$ cat src/ccw_pkg.sv
// ----------------------------------------------------------------------------
// ccw_pkg
// Constants shared by the crop window datapath.
// ----------------------------------------------------------------------------
package ccw_pkg;
	localparam int DIM_BITS_DEF  = 16;
	localparam int FRAC_BITS_DEF = 8;
	localparam int FIELD_W       = 16;
	localparam int OUT_W         = 24;
	localparam int ZOOM_FRAC     = 8;
	localparam int PAN_FRAC      = 12;
	localparam int IN_DATA_W     = 7 * FIELD_W;
	localparam int OUT_DATA_W    = 4 * OUT_W;
endpackage

$ cat src/ccw_place.sv
// ----------------------------------------------------------------------------
// ccw_place
// One axis: clamp visible size, apply pan, slide window back inside image.
// ----------------------------------------------------------------------------
module ccw_place
	import ccw_pkg::*;
#(
	parameter int LW = 24,
	parameter int AW = 32
) (
	input  logic                      clk,
	input  logic                      en,
	input  logic [AW-1:0]             quo,
	input  logic [LW:0]               centre,
	input  logic [LW-1:0]             limit,
	input  logic signed [FIELD_W-1:0] pan,
	output logic [LW-1:0]             lo,
	output logic [LW-1:0]             size
);
	localparam int PRW = LW + 2 + FIELD_W;

	logic [LW:0]               vis_s1;
	logic [LW:0]               cen_s1;
	logic [LW-1:0]             lim_s1;
	logic signed [FIELD_W-1:0] pan_s1;
	logic signed [PRW-1:0]     prod_s2;
	logic signed [PRW-1:0]     lo0_s2;
	logic [LW:0]               vis_s2;
	logic [LW-1:0]             lim_s2;
	logic signed [PRW-1:0]     lo1_s3;
	logic [LW-1:0]             vis_s3;
	logic [LW-1:0]             lim_s3;
	logic [AW-1:0]             lim_ext;
	logic signed [PRW-1:0]     bias;
	logic signed [PRW-1:0]     off;
	logic signed [PRW-1:0]     lo2;
	logic [PRW-1:0]            far;

	assign lim_ext = AW'(limit);

	always_ff @(posedge clk) begin
		if (en) begin
			vis_s1 <= (quo > lim_ext) ? ({1'b0, limit} + 1'b1) : (LW+1)'(quo);
			cen_s1 <= centre;
			lim_s1 <= limit;
			pan_s1 <= pan;
		end
	end

	always_ff @(posedge clk) begin
		if (en) begin
			prod_s2 <= PRW'($signed({1'b0, vis_s1}) * pan_s1);
			lo0_s2  <= $signed(PRW'(cen_s1)) - $signed(PRW'(vis_s1 >> 1));
			vis_s2  <= vis_s1;
			lim_s2  <= lim_s1;
		end
	end

	always_comb begin
		bias = prod_s2[PRW-1] ? PRW'((1 << PAN_FRAC) - 1) : '0;
		off  = (prod_s2 + bias) >>> PAN_FRAC;
	end

	always_ff @(posedge clk) begin
		if (en) begin
			lo1_s3 <= lo0_s2 + off;
			vis_s3 <= (vis_s2 > {1'b0, lim_s2}) ? lim_s2 : vis_s2[LW-1:0];
			lim_s3 <= lim_s2;
		end
	end

	always_comb begin
		lo2 = lo1_s3[PRW-1] ? '0 : lo1_s3;
		far = PRW'(lo2) + PRW'(vis_s3);
		if (far > PRW'(lim_s3)) begin
			lo = lim_s3 - vis_s3;
		end else begin
			lo = lo2[LW-1:0];
		end
		size = vis_s3;
	end
endmodule

$ cat config.mk
export PLATFORM = sky130hd
export DESIGN_NAME = ccw_place
export DESIGN_NICKNAME = d
export VERILOG_FILES = /design/src/ccw_pkg.sv /design/src/ccw_place.sv
export SDC_FILE = /design/constraint.sdc
export NUM_CORES = 2
export LEC_CHECK = 0
export BUFFER_PORTS_ARGS = -buffer_cell sky130_fd_sc_hd__buf_2
export CAP_MARGIN = 25
export CELL_PAD_IN_SITES_DETAIL_PLACEMENT = 1
export CELL_PAD_IN_SITES_GLOBAL_PLACEMENT = 1
export CORE_MARGIN = 8
export CORE_UTILIZATION = 45
export DETAILED_ROUTE_END_ITERATION = 8
export PLACE_DENSITY_LB_ADDON = 0.1
export SLEW_MARGIN = 20
export SYNTH_ARGS = -nofsm -noshare
export SYNTH_HDL_FRONTEND = slang
export SYNTH_SLANG_ARGS = --single-unit
$ cat constraint.sdc
create_clock -name clk -period 19.23 [get_ports clk]
set_input_delay 1.923 -clock clk [delete_from_list [all_inputs] [get_ports clk]]
set_output_delay 1.923 -clock clk [all_outputs]
set_load 0.005 [all_outputs]
[After elaboration in Yosys (flattened, before gate mapping)]
Index checks and enable logic that the tools add are counted.
Word-level totals
  flip-flop bits (word level): 313
  input bits: 99
  output and inout port bits: 48
  logic and storage cells: 26
Operators by class
  add/subtract/negate cells: 6
  multiply operators: 1
  $lt $le $gt $ge: 3
  multiplexer cells: 5
Operator list (number)
  $mux W24: 2
  $add A41 B24 Y42: 1
  $add A42 B13 Y42: 1
  $add A42 B30 Y42: 1
  $gt A42 B24 Y1: 1
  $mul A26 B16 Y42: 1
  $mux W41: 1
  $gt A32 B24 Y1: 1
  $sub A25 B24 Y26: 1
  $add A24 B1 Y25 const B: 1
  $gt A25 B24 Y1: 1
  $mux W25: 1
  $sub A24 B24 Y24: 1
  $mux W12: 1

[Logic depth before layout (Yosys ltp)]
  depth in word-level cells: 4
  mapped depth: 25
  mapped depth without buffers: 24

[Worst setup path after synthesis]
Ideal clock, no wire load.
  kind: register to output
  start: register lo1_s3[41]
  end: output lo[10]
  data arrival time: 5212 ps
  required time: 17307 ps
  path slack: 12095 ps
  cell stages (with the launch flop): 26
  buffers on the path: 4
  cell sequence: edfxtp_1 buf_4 buf_4 clkbuf_1 nor2b_1 ha_1 a21oi_1 o221ai_1 a21oi_1 a21oi_1 o21ai_0 a21boi_0 o21ai_0 nand2_1 and4_1 a311o_1 ha_1 nor2b_1 o21ai_0 o211ai_1 o31a_1 or4_4 nor4_4 o211ai_4 buf_8 mux2_4
On the way
  longest elaborated chain between the ends: 4
RTL lines
  from (decl): line ccw_place.sv:30  | logic signed [PRW-1:0] lo1_s3;
  from (signal assigned): line ccw_place.sv:66  | lo1_s3 <= lo0_s2 + off;
  $mux W41 (*): line ccw_place.sv:73  | lo2 = lo1_s3[PRW-1] ? '0 : lo1_s3;
  $add A41 B24 Y42: line ccw_place.sv:74  | far = PRW'(lo2) + PRW'(vis_s3);
  $gt A42 B24 Y1: line ccw_place.sv:75  | if (far > PRW'(lim_s3)) begin
  $mux W24 (*): line ccw_place.sv:75
  to (decl): line ccw_place.sv:17  | output logic [LW-1:0] lo,
Mark *: on every way between the ends. The rest lies on a longest branch, timed or not.

[Final worst setup path]
  start: register lo1_s3[41]
  end: output lo[3]
Same word-level chain as after synthesis.

==> key figures <==
Logic synthesis
  – Synth unique cells: 81
  – Cell taking the most area after synthesis: edfxtp_1
  – Top-area cell type share of the netlist area: 28.2%
  – Sequential area share after synthesis: 28.2%
  – Top FF cell, synth: edfxtp_1
  – EDFF count, synth: 297
  – Post-Synthesis Cell Area: 0.0316 mm2
  – Synth warn: 0
  – Yosys reg bits: 297
  – Post-synth ARST share: 0%
  – Synth Area per Inst: 10.1 um2
  – Synth area leaders: edfxtp_1, fa_1, ha_1
  – Syn Inst Count: 3128
  – Syn Nets: 3876

Cells and area
  – Area of the multi-input gates: 0.0203 mm2
  – # fillers: 7769
  – Antenna diode count: 0
  – Commonest non-fill, non-tap cell in the layout: inv_1
  – Area growth, synth to finish: 9.76%
  – Nets: 4019
  – Layout cells sized above 1: 10.2%
  – Register area: 0.00892 mm2
  – Most frequent cells in the layout: inv_1, ha_1, fa_1

Global routing
  – Total track usage: 24.4%
  – Global-route wire length before repair: 149 mm
  – Congestion Overflow GR: 0
  – Vias in the first global route: 25912
  – Largest net degree at the start of global routing: 106
  – Initial antenna violation count: 6

Run status
  – Status: finished clean

Floorplan
  – Row cnt: 97
  – Number of top-level pins: 147
  – DIE AREA: 0.0790 mm2
  – Initial core utilization: 45.3%
  – Die height: 281 um
  – Core Footprint: 0.0698 mm2
  – Chip width: 281 um

Clock network
  – TritonCTS sink count: 297
  – CTS Buf Count: 36
  – Htree depth: 2
  – Clk_lat worst skew: 0.56 ns
  – Clk slew on worst S/H paths: 0.06 ns
  – Resized Gates After CTS: 0
  – Root Buffer: clkbuf_16
  – Clock Path Buffers: 3
  – CTS tree: done
  – CTS Hold Bufs: 0
  – Setup repair bufs after CTS: 0

Hold path
  – Tightest Hold Check Type: flop to flop
  – Hold Path Cell Cnt: 0

Detailed routing
  – Post-DRT Antenna Nets: 0
  – Via count: 22905
  – Drt initial violations: 1084
  – DRC Markers: 0
  – Routed len/inst: 22.5 um
  – Drt pass-1 iters: 5
  – Routed WL: 95.5 mm
  – Vias/cell: 5.41

Timing
  – Measured slew at the worst slew-check pin: 1.11 ns
  – Final setup viols: 0
  – Slew Limit Headroom: 26.3%
  – RSZ-0062 raised after global routing: false
  – Fin. Hold Viols: 0
  – Crit share post-route: 45.1%
  – Slew Limit Fails: 0
  – Layout Skew: 0.0323 ns
  – Fmax: 115 MHz
  – Setup TNS: 0 ns
  – Final min period: 8.67 ns

Worst setup path
  – Worst path arrival time: 6.75 ns
  – R2R depth: 22
  – Crit end category: primary output
  – Kind of start point of the critical path: flop
  – WP data required: 17.31 ns
  – Crit-path max FO: 37
  – Crit Path Class: flop to primary output

Placed design
  – I/O Buffers: 146
  – Post-DP HPWL: 75.7 mm
  – Gp weighted congestion: 0.891

Job
  – Max capacitance violation total: 0
sequential cells by signal, indices dropped and copies added, names as in the netlist:
name / count
lo1_s3: 42
prod_s2: 42
lo0_s2: 26
cen_s1: 25
vis_s1: 25
vis_s2: 25
lim_s1: 24
lim_s2: 24
lim_s3: 24
size: 24
pan_s1: 16
critical path, stage by stage, from the launching register on:
cell       delay [ns]
edfxtp_1         0.32
buf_4            0.38
nor2b_1          0.13
ha_1             0.25
fa_1             0.44
a211oi_1         0.31
o21ai_1          0.20
o2111ai_2        0.20
a21oi_1          0.16
o21ai_0          0.23
a21boi_0         0.15
o21ai_0          0.17
nand2_1          0.11
and4_1           0.21
a311o_1          0.34
ha_1             0.29
nor2b_1          0.13
o21ai_0          0.20
o211ai_1         0.13
o31a_1           0.31
or4_4            0.43
nor4_4           0.19
o211ai_4         0.10
buf_4            0.29
mux2_4           0.35
buf_2            0.13
synth_stat cells (9+ instances only):
cell      count
nor2_1      115
nand3_1      51
a31oi_1      13
clkbuf_1     69
nor3_1       43
o31ai_1      11
and2_1      183
and4_1       12
edfxtp_1    297
a21oi_1     111
or3_1         9
and3_1       25
o21ai_0      71
mux2_2       51
nor4_1       15
mux2_4       20
a211oi_1     22
o21bai_1     16
a21o_1       69
xnor2_1     126
o211ai_1     14
o21a_1       30
nand2_1     297
xor2_1       44
fa_1        324
ha_1        325
nor2b_1      41
inv_1       550
nand4_1      30
nand2b_1     20
cells by family (layout without fill, tap and decap cells):
logic type	Yosys count	after routing	share of synthesized area (%)
xor gates and xnor gates	170	170	4.71
and+or+nand+nor	867	867	13.8
adders and majority gates	649	649	33.4
buffers and inverters	630	797	7.63
DFF	297	297	28.2
AOI/OAI and AO/OA	441	441	9.44
muxes	74	74	2.86
metrics by stage:
step | setup slack (ns) | utilization, % | hold WS [ns] | area, um2 | std cells
floorplan | 12.10 | - | 0.400 | 31600 | 3128
global placement | 11.21 | 47.9 | 0.401 | 33400 | 4165
detailed placement | 11.10 | 48.0 | 0.406 | 33500 | 4168
CTS | 10.51 | 49.6 | 0.419 | 34600 | 4230
global route | 10.06 | 49.7 | 0.427 | 34700 | 4235
finish | 10.56 | 49.7 | 0.419 | 34700 | 4235
per-layer routing:
layer  vias to the layer above  part of all wire (%)  GRT usage, %
met3                       122                   3.1          2.32
met1                     11687                    44          31.4
met2                       394                    50          43.3
met5                         -                0.0073             0
met4                         2                   2.9          7.36
li1                      10700                     -             -
layout make-up:
cell class              count  share of cell area [%]
repair buffers            185                    3.20
clock buffers              40                    2.64
flip-flops and latches    297                    25.7
well taps                 940                    3.39
clock inverters            22                   0.624
inverters                 550                    5.95
multi-input cells        2201                    58.5
final timing paths:
path         startpoint          end  slack (ns)
min           lim_s1[3]    lim_s2[3]        0.42
max          lo1_s3[41]        lo[3]       10.56
max reg2reg   vis_s1[7]  prod_s2[41]       11.41
min reg2reg   lim_s1[3]    lim_s2[3]        0.42
Power is left out: the tool's default activity adds up to more than one toggle a clock period on the data nets, which glitch-free logic cannot reach.
