$ cat src/ccw_div_cell.sv
// ----------------------------------------------------------------------------
// ccw_div_cell
// One restoring division step: one quotient bit, registered.
// ----------------------------------------------------------------------------
module ccw_div_cell #(
	parameter int DW = 16,
	parameter int QW = 24,
	parameter int PW = 8
) (
	input  logic          clk,
	input  logic          arst_n,
	input  logic          en,
	input  logic          in_v,
	input  logic [DW-1:0] in_rem,
	input  logic [QW-1:0] in_sh,
	input  logic [DW-1:0] in_den,
	input  logic [PW-1:0] in_pl,
	output logic          out_v,
	output logic [DW-1:0] out_rem,
	output logic [QW-1:0] out_sh,
	output logic [DW-1:0] out_den,
	output logic [PW-1:0] out_pl
);
	logic [DW:0]   cat;
	logic [DW:0]   diff;
	logic          qb;
	logic [DW-1:0] rem_n;
	logic [QW-1:0] sh_n;
	logic          v_q;
	logic [DW-1:0] rem_q;
	logic [QW-1:0] sh_q;
	logic [DW-1:0] den_q;
	logic [PW-1:0] pl_q;

	always_comb begin
		cat   = {in_rem, in_sh[QW-1]};
		diff  = cat - {1'b0, in_den};
		qb    = (cat >= {1'b0, in_den});
		rem_n = qb ? diff[DW-1:0] : cat[DW-1:0];
		sh_n  = {in_sh[QW-2:0], qb};
	end

	always_ff @(posedge clk or negedge arst_n) begin
		if (!arst_n) begin
			v_q <= 1'b0;
		end else if (en) begin
			v_q <= in_v;
		end
	end

	always_ff @(posedge clk) begin
		if (en) begin
			rem_q <= rem_n;
			sh_q  <= sh_n;
			den_q <= in_den;
			pl_q  <= in_pl;
		end
	end

	assign out_v   = v_q;
	assign out_rem = rem_q;
	assign out_sh  = sh_q;
	assign out_den = den_q;
	assign out_pl  = pl_q;
endmodule

$ cat src/ccw_div.sv
// ----------------------------------------------------------------------------
// ccw_div
// Pipelined divider: a row of QW division cells, one quotient bit each.
// ----------------------------------------------------------------------------
module ccw_div #(
	parameter int DW = 16,
	parameter int QW = 24,
	parameter int PW = 8
) (
	input  logic          clk,
	input  logic          arst_n,
	input  logic          en,
	input  logic          in_v,
	input  logic [DW-1:0] in_rem,
	input  logic [QW-1:0] in_num,
	input  logic [DW-1:0] in_den,
	input  logic [PW-1:0] in_pl,
	output logic          out_v,
	output logic [QW-1:0] out_quo,
	output logic [PW-1:0] out_pl
);
	logic          v_w   [QW+1];
	logic [DW-1:0] rem_w [QW+1];
	logic [QW-1:0] sh_w  [QW+1];
	logic [DW-1:0] den_w [QW+1];
	logic [PW-1:0] pl_w  [QW+1];

	assign v_w[0]   = in_v;
	assign rem_w[0] = in_rem;
	assign sh_w[0]  = in_num;
	assign den_w[0] = in_den;
	assign pl_w[0]  = in_pl;

	for (genvar i = 0; i < QW; i++) begin : g_cell
		ccw_div_cell #(.DW(DW), .QW(QW), .PW(PW)) u_cell (
			.clk     (clk),
			.arst_n  (arst_n),
			.en      (en),
			.in_v    (v_w[i]),
			.in_rem  (rem_w[i]),
			.in_sh   (sh_w[i]),
			.in_den  (den_w[i]),
			.in_pl   (pl_w[i]),
			.out_v   (v_w[i+1]),
			.out_rem (rem_w[i+1]),
			.out_sh  (sh_w[i+1]),
			.out_den (den_w[i+1]),
			.out_pl  (pl_w[i+1])
		);
	end

	assign out_v   = v_w[QW];
	assign out_quo = sh_w[QW];
	assign out_pl  = pl_w[QW];
endmodule

$ cat config.mk
export PLATFORM = sky130hd
export DESIGN_NAME = ccw_div
export DESIGN_NICKNAME = d
export VERILOG_FILES = /design/src/ccw_div_cell.sv /design/src/ccw_div.sv
export SDC_FILE = /design/constraint.sdc
export NUM_CORES = 2
export LEC_CHECK = 0
export ABC_AREA = 1
export BUFFER_PORTS_ARGS = -buffer_cell sky130_fd_sc_hd__buf_4
export CAP_MARGIN = 15
export CORE_MARGIN = 4
export CORE_UTILIZATION = 55
export CTS_CLUSTER_DIAMETER = 200
export DETAILED_ROUTE_END_ITERATION = 10
export PLACE_DENSITY = 0.71
export SKIP_CTS_REPAIR_TIMING = 1
export SLEW_MARGIN = 20
export SYNTH_ARGS = -nofsm -noshare
export SYNTH_HDL_FRONTEND = slang
export SYNTH_HIERARCHICAL = 1
export SYNTH_SLANG_ARGS = --single-unit
$ cat constraint.sdc
create_clock -name clk -period 4.2 [get_ports clk]
set_input_delay 0.84 -clock clk [delete_from_list [all_inputs] [get_ports clk]]
set_output_delay 0.84 -clock clk [all_outputs]
set_load 0.1 [all_outputs]
Word-level counts from Yosys, hierarchy flattened
Index checks and enable logic that the tools add are counted.
Widths: inputs -> output; s select.
{"block": "word_totals", "register_bits": 1528, "output_inout_bits": 33}
{"block": "classes", "addsub": 23, "magnitude_cmp": 24, "mux": 23}
{"operator": "$ge 17x16->1", "n": 24}
{"operator": "$mux 16", "n": 23}
{"operator": "$sub 16x16->16", "n": 23}

Longest topological paths before layout
{"block": "depth", "ltp_word": 2, "ltp_mapped": 14, "depth_no_buf": 13}

Modules after synthesis
The synthesis kept the hierarchy.
{"mod": "ccw_div_cell at g_cell[13].u_cell ...", "instances": 16, "cells_per_inst": 335, "area_per_inst_um2": 3313.2}
{"mod": "ccw_div_cell at g_cell[0].u_cell ...", "instances": 6, "cells_per_inst": 338, "area_per_inst_um2": 3400.8}
{"mod": "ccw_div_cell at g_cell[19].u_cell", "instances": 1, "cells_per_inst": 331, "area_per_inst_um2": 3325.7}
{"mod": "ccw_div_cell at g_cell[12].u_cell", "instances": 1, "cells_per_inst": 335, "area_per_inst_um2": 3276.9}

Least setup slack after synthesis
Ideal clock, no wire load.
{"block": "synth_timing", "path_type": "input-to-reg", "from": "input port in_den[2]", "to": "register g_cell[0].u_cell.rem_q[6], data pin", "arrival_ns": 2.069, "required_time_ns": 3.948, "slack_ns": 1.879, "stages": 14, "cell_sequence": "inv_1 -> ha_1 -> buf_4 -> nand2_1 -> nand2_1 -> nand2_1 -> nand3_2 -> nand2_2 -> nand2_4 -> nand2_4 -> nand2_8 -> buf_12 -> nand2_2 -> nand2_1"}
{"block": "synth_via", "elab_chain_len": 2}
{"element": "start, declared", "line": "ccw_div.sv:16", "text": "input logic [DW-1:0] in_den,"}
{"element": "$ge 17x16->1", "line": "ccw_div_cell.sv:38", "text": "qb = (cat >= {1'b0, in_den});"}
{"element": "via g_cell[0].u_cell.qb", "line": "ccw_div_cell.sv:26", "text": "logic qb;"}
{"element": "$mux 16", "line": "ccw_div_cell.sv:39", "text": "rem_n = qb ? diff[DW-1:0] : cat[DW-1:0];"}
{"element": "via g_cell[0].u_cell.rem_n[6]", "line": "ccw_div_cell.sv:27", "text": "logic [DW-1:0] rem_n;"}
{"element": "end signal, assigned", "line": "ccw_div_cell.sv:53", "text": "rem_q <= rem_n;"}
{"element": "end, declared", "line": "ccw_div_cell.sv:30", "text": "logic [DW-1:0] rem_q;"}
The timed path passes the listed nets, and every way through them passes these cells.
A chain may end at the register's enable or synchronous reset.

Worst setup path after layout
{"block": "layout_timing", "from": "register g_cell[16].u_cell.den_q[2]", "to": "register g_cell[17].u_cell.rem_q[9], data pin"}
{"block": "layout_via", "elab_chain_len": 2}
{"element": "start, declared", "line": "ccw_div_cell.sv:32", "text": "logic [DW-1:0] den_q;"}
{"element": "start signal, assigned", "line": "ccw_div_cell.sv:55", "text": "den_q <= in_den;"}
{"element": "$sub 16x16->16 / $ge 17x16->1 (equally long branches)", "line": "ccw_div_cell.sv:37, ccw_div_cell.sv:38"}
{"element": "$mux 16 *", "line": "ccw_div_cell.sv:39"}
{"element": "via g_cell[17].u_cell.rem_n[9]", "line": "ccw_div_cell.sv:27"}
{"element": "end signal, assigned", "line": "ccw_div_cell.sv:53"}
{"element": "end, declared", "line": "ccw_div_cell.sv:30"}
The timed path passes the listed nets; every way through them passes the cells marked *.

==> reports/metrics.yaml <==
synth:
  yosysWarnings: 6
  synth_fp_nets: 8338
  syn_area_sq_um: 78320
  syn_area_per_cell_sq_um: 9.961
  syn-instance-count: 7863
floorplanning:
  rows: 138
  io-pin-count: 101
  initial_core_util_pct: 55.32
  die_width_um: 385.4
  core_sq_um: 141600
  die_h_um: 385.4
  die_area_sq_um: 148500
layout:
  nets: 8557
  final_cells: 10110
  syn_to_final_growth_pct: 10.05
  fin_area_sq_um: 86190
  drive_above_1_share_pct: 11.50
place:
  hpwlAfterDp_um: 125500
  dpl.cell_count: 9810
  place_area_sq_um: 80920
  place_congestion: 0.8987
  dp_slack_ps: 1458
  port_buffers: 100
setup_path:
  crit_path_end_kind: "register"
  criticalPathCategory: "reg2reg"
  reg2regPathDepth: 11
  crit_fanout: 20
  reg2reg_from: "g_cell[16].u_cell/out_den[2]$_DFFE_PP_"
  crit_slowest_cell: "nand2_2"
  crit_arrival_ps: 3230
  worstPathRequired_ps: 4700
  crit_chain: "inv_1, ha_1, nand2_1, nor2_1, nand3_1, nor2_1, nor2_1, nand2_2, inv_2, nand2_1, nand2_1"
  r2r_end: "g_cell[17].u_cell/out_rem[9]$_DFFE_PP_"
  path_delay_family: "simple AND/OR/NAND/NOR gates"
  cp_slowest_stage_delay_ps: 440
  path_buf_inv: 2
  start_kind: "register"
  r2r_slack_ps: 1470
global_route:
  grt_overflow: 0
  track_usage_pct: 22.61
  grt_pass1_vias: 49100
  grt_max_degree: 111
  grt_pass1_wl_um: 264600
  grt_antenna_before_repair: 0
route:
  drt-total-wl_um: 167800
  wire_per_inst_um: 16.61
  drc: 0
  ant_nets: 0
  route.vias.total: 51480
  drt_iter0_drc: 3695
  vias_per_cell: 5.094
  firstDrtPassIters: 6
cts:
  root_buffer: "clkbuf_16"
  cts_tree: "built"
  cts_buffers: 159
  clkTransAtPathRegs_ps: 60
  clock_latency_ps: 780
  clock_path_buffers: 3
  htree_levels: 4
  clock_sinks: 1528
hold_path:
  holdPathStages: 1
  worstHoldStart: "in_num[22]"
  whs_endpoint: "g_cell[0].u_cell/out_sh[23]$_DFFE_PP_"
  min-delay-path-class: "in2reg"
timing:
  setup_viol: 0
  fin_skew_ps: 53.51
  worstMarginPinSlew_ps: 807.5
  min_period_over_period_pct: 64.94
  slew_viol_final: 0
  rsz0062_at_grt: "no"
  slew_headroom_pct: 46.16
  fin_ws_ps: 1473
  hold_violations: 0
  clock.fmax_ghz: 0.3667
  setup-tns-final_ps: 0
  period_minus_slack_ps: 2727
flow_run:
  cap_violations: 0
power:
  irDropWorstVdd_mv: 0.4161
  powerDensity_nw_per_um2: 697.5
  leakage_nw: 40.07
run_status:
  status: "finished clean"
-- report_power, final --
group | switching [mW] | total [mW] | internal, mW
combinational | 15.7 | 23.6 | 7.90
clock | 5.92 | 14.0 | 8.06
sequential | 1.85 | 22.6 | 20.7
total | 23.4 | 60.1 | 36.7
-- per-stage QoR --
step	hold slack, ps	power [mW]	util (%)
3_5_place_dp	404.5	46.13	57.15
2_1_floorplan	400.3	40.58	-
3_3_place_gp	400.3	45.86	57.15
4_1_cts	-102.9	60.43	60.87
6_report	229.1	60.12	60.88
5_1_grt	174.6	64.46	60.88
-- how the worst max path moves through the flow --
stage	startpoint	cells after the start	end
after global placement	in_rem[11]	11	g_cell[0].u_cell/out_rem[15]$_DFFE_PP_
after global routing	g_cell[2].u_cell/out_den[5]$_DFFE_PP_	11	g_cell[3].u_cell/out_rem[5]$_DFFE_PP_
after detailed placement	in_rem[13]	9	g_cell[0].u_cell/out_rem[15]$_DFFE_PP_
after CTS	g_cell[16].u_cell/out_den[2]$_DFFE_PP_	11	g_cell[17].u_cell/out_rem[9]$_DFFE_PP_
after floorplan	in_den[2]	14	g_cell[0].u_cell/out_rem[6]$_DFFE_PP_
final	g_cell[16].u_cell/out_den[2]$_DFFE_PP_	11	g_cell[17].u_cell/out_rem[9]$_DFFE_PP_
-- placed cells by master (no fill, tap or decap), types with 24 or more instances in the layout --
cell and instances:
xor2_1 115, nor3_1 47, nor2_2 67, nand4_1 92
nor2_1 334, nand2_1 2516, nand2_2 275, inv_2 49
dfrtp_1 24, clkbuf_16 161, nand3b_1 35, a21oi_1 209
edfxtp_1 1504, buf_4 121, mux2_2 24, clkinv_1 35
ha_1 384, o21ai_0 34, nand3_1 425, and2_1 39
inv_1 1378, xnor2_1 29, nand3_2 96
-- registers in the layout (all words and copies together) (netlist names) --
signal                 count
g_cell.u_cell/out_pl     192
g_cell.u_cell/out_v       24
g_cell.u_cell/out_sh     576
g_cell.u_cell/out_den    368
g_cell.u_cell/out_rem    368
-- metal layers --
metal | global-route usage (%) | vias up | share of wire [%]
met5 | 0 | - | 0
met4 | 6.643 | 0 | 2.9
met3 | 2.926 | 291 | 4.8
met2 | 37.72 | 1272 | 47
met1 | 31.18 | 24050 | 45
li1 | - | 25870 | -
-- worst reg2reg max path, cell delays in order, from the launching register on --
cell and delay, ps:
edfxtp_1 390, inv_1 60, ha_1 390, nand2_1 130, nor2_1 250, nand3_1 110, nor2_1 140, nor2_1 70
nand2_2 440, inv_2 280, nand2_1 120, nand2_1 100
-- cell type report --
class | instances | area, sq um
diodes | 1 | 2.502
multi-input cells | 4831 | 26260
well taps | 1890 | 2365
fillers | 11750 | 55390
repair buffers | 135 | 1186
clock inverters | 109 | 1132
flip-flops and latches | 1528 | 45760
clock buffers | 185 | 4129
inverters | 1427 | 5356
Power figures use the tool's default switching activity.
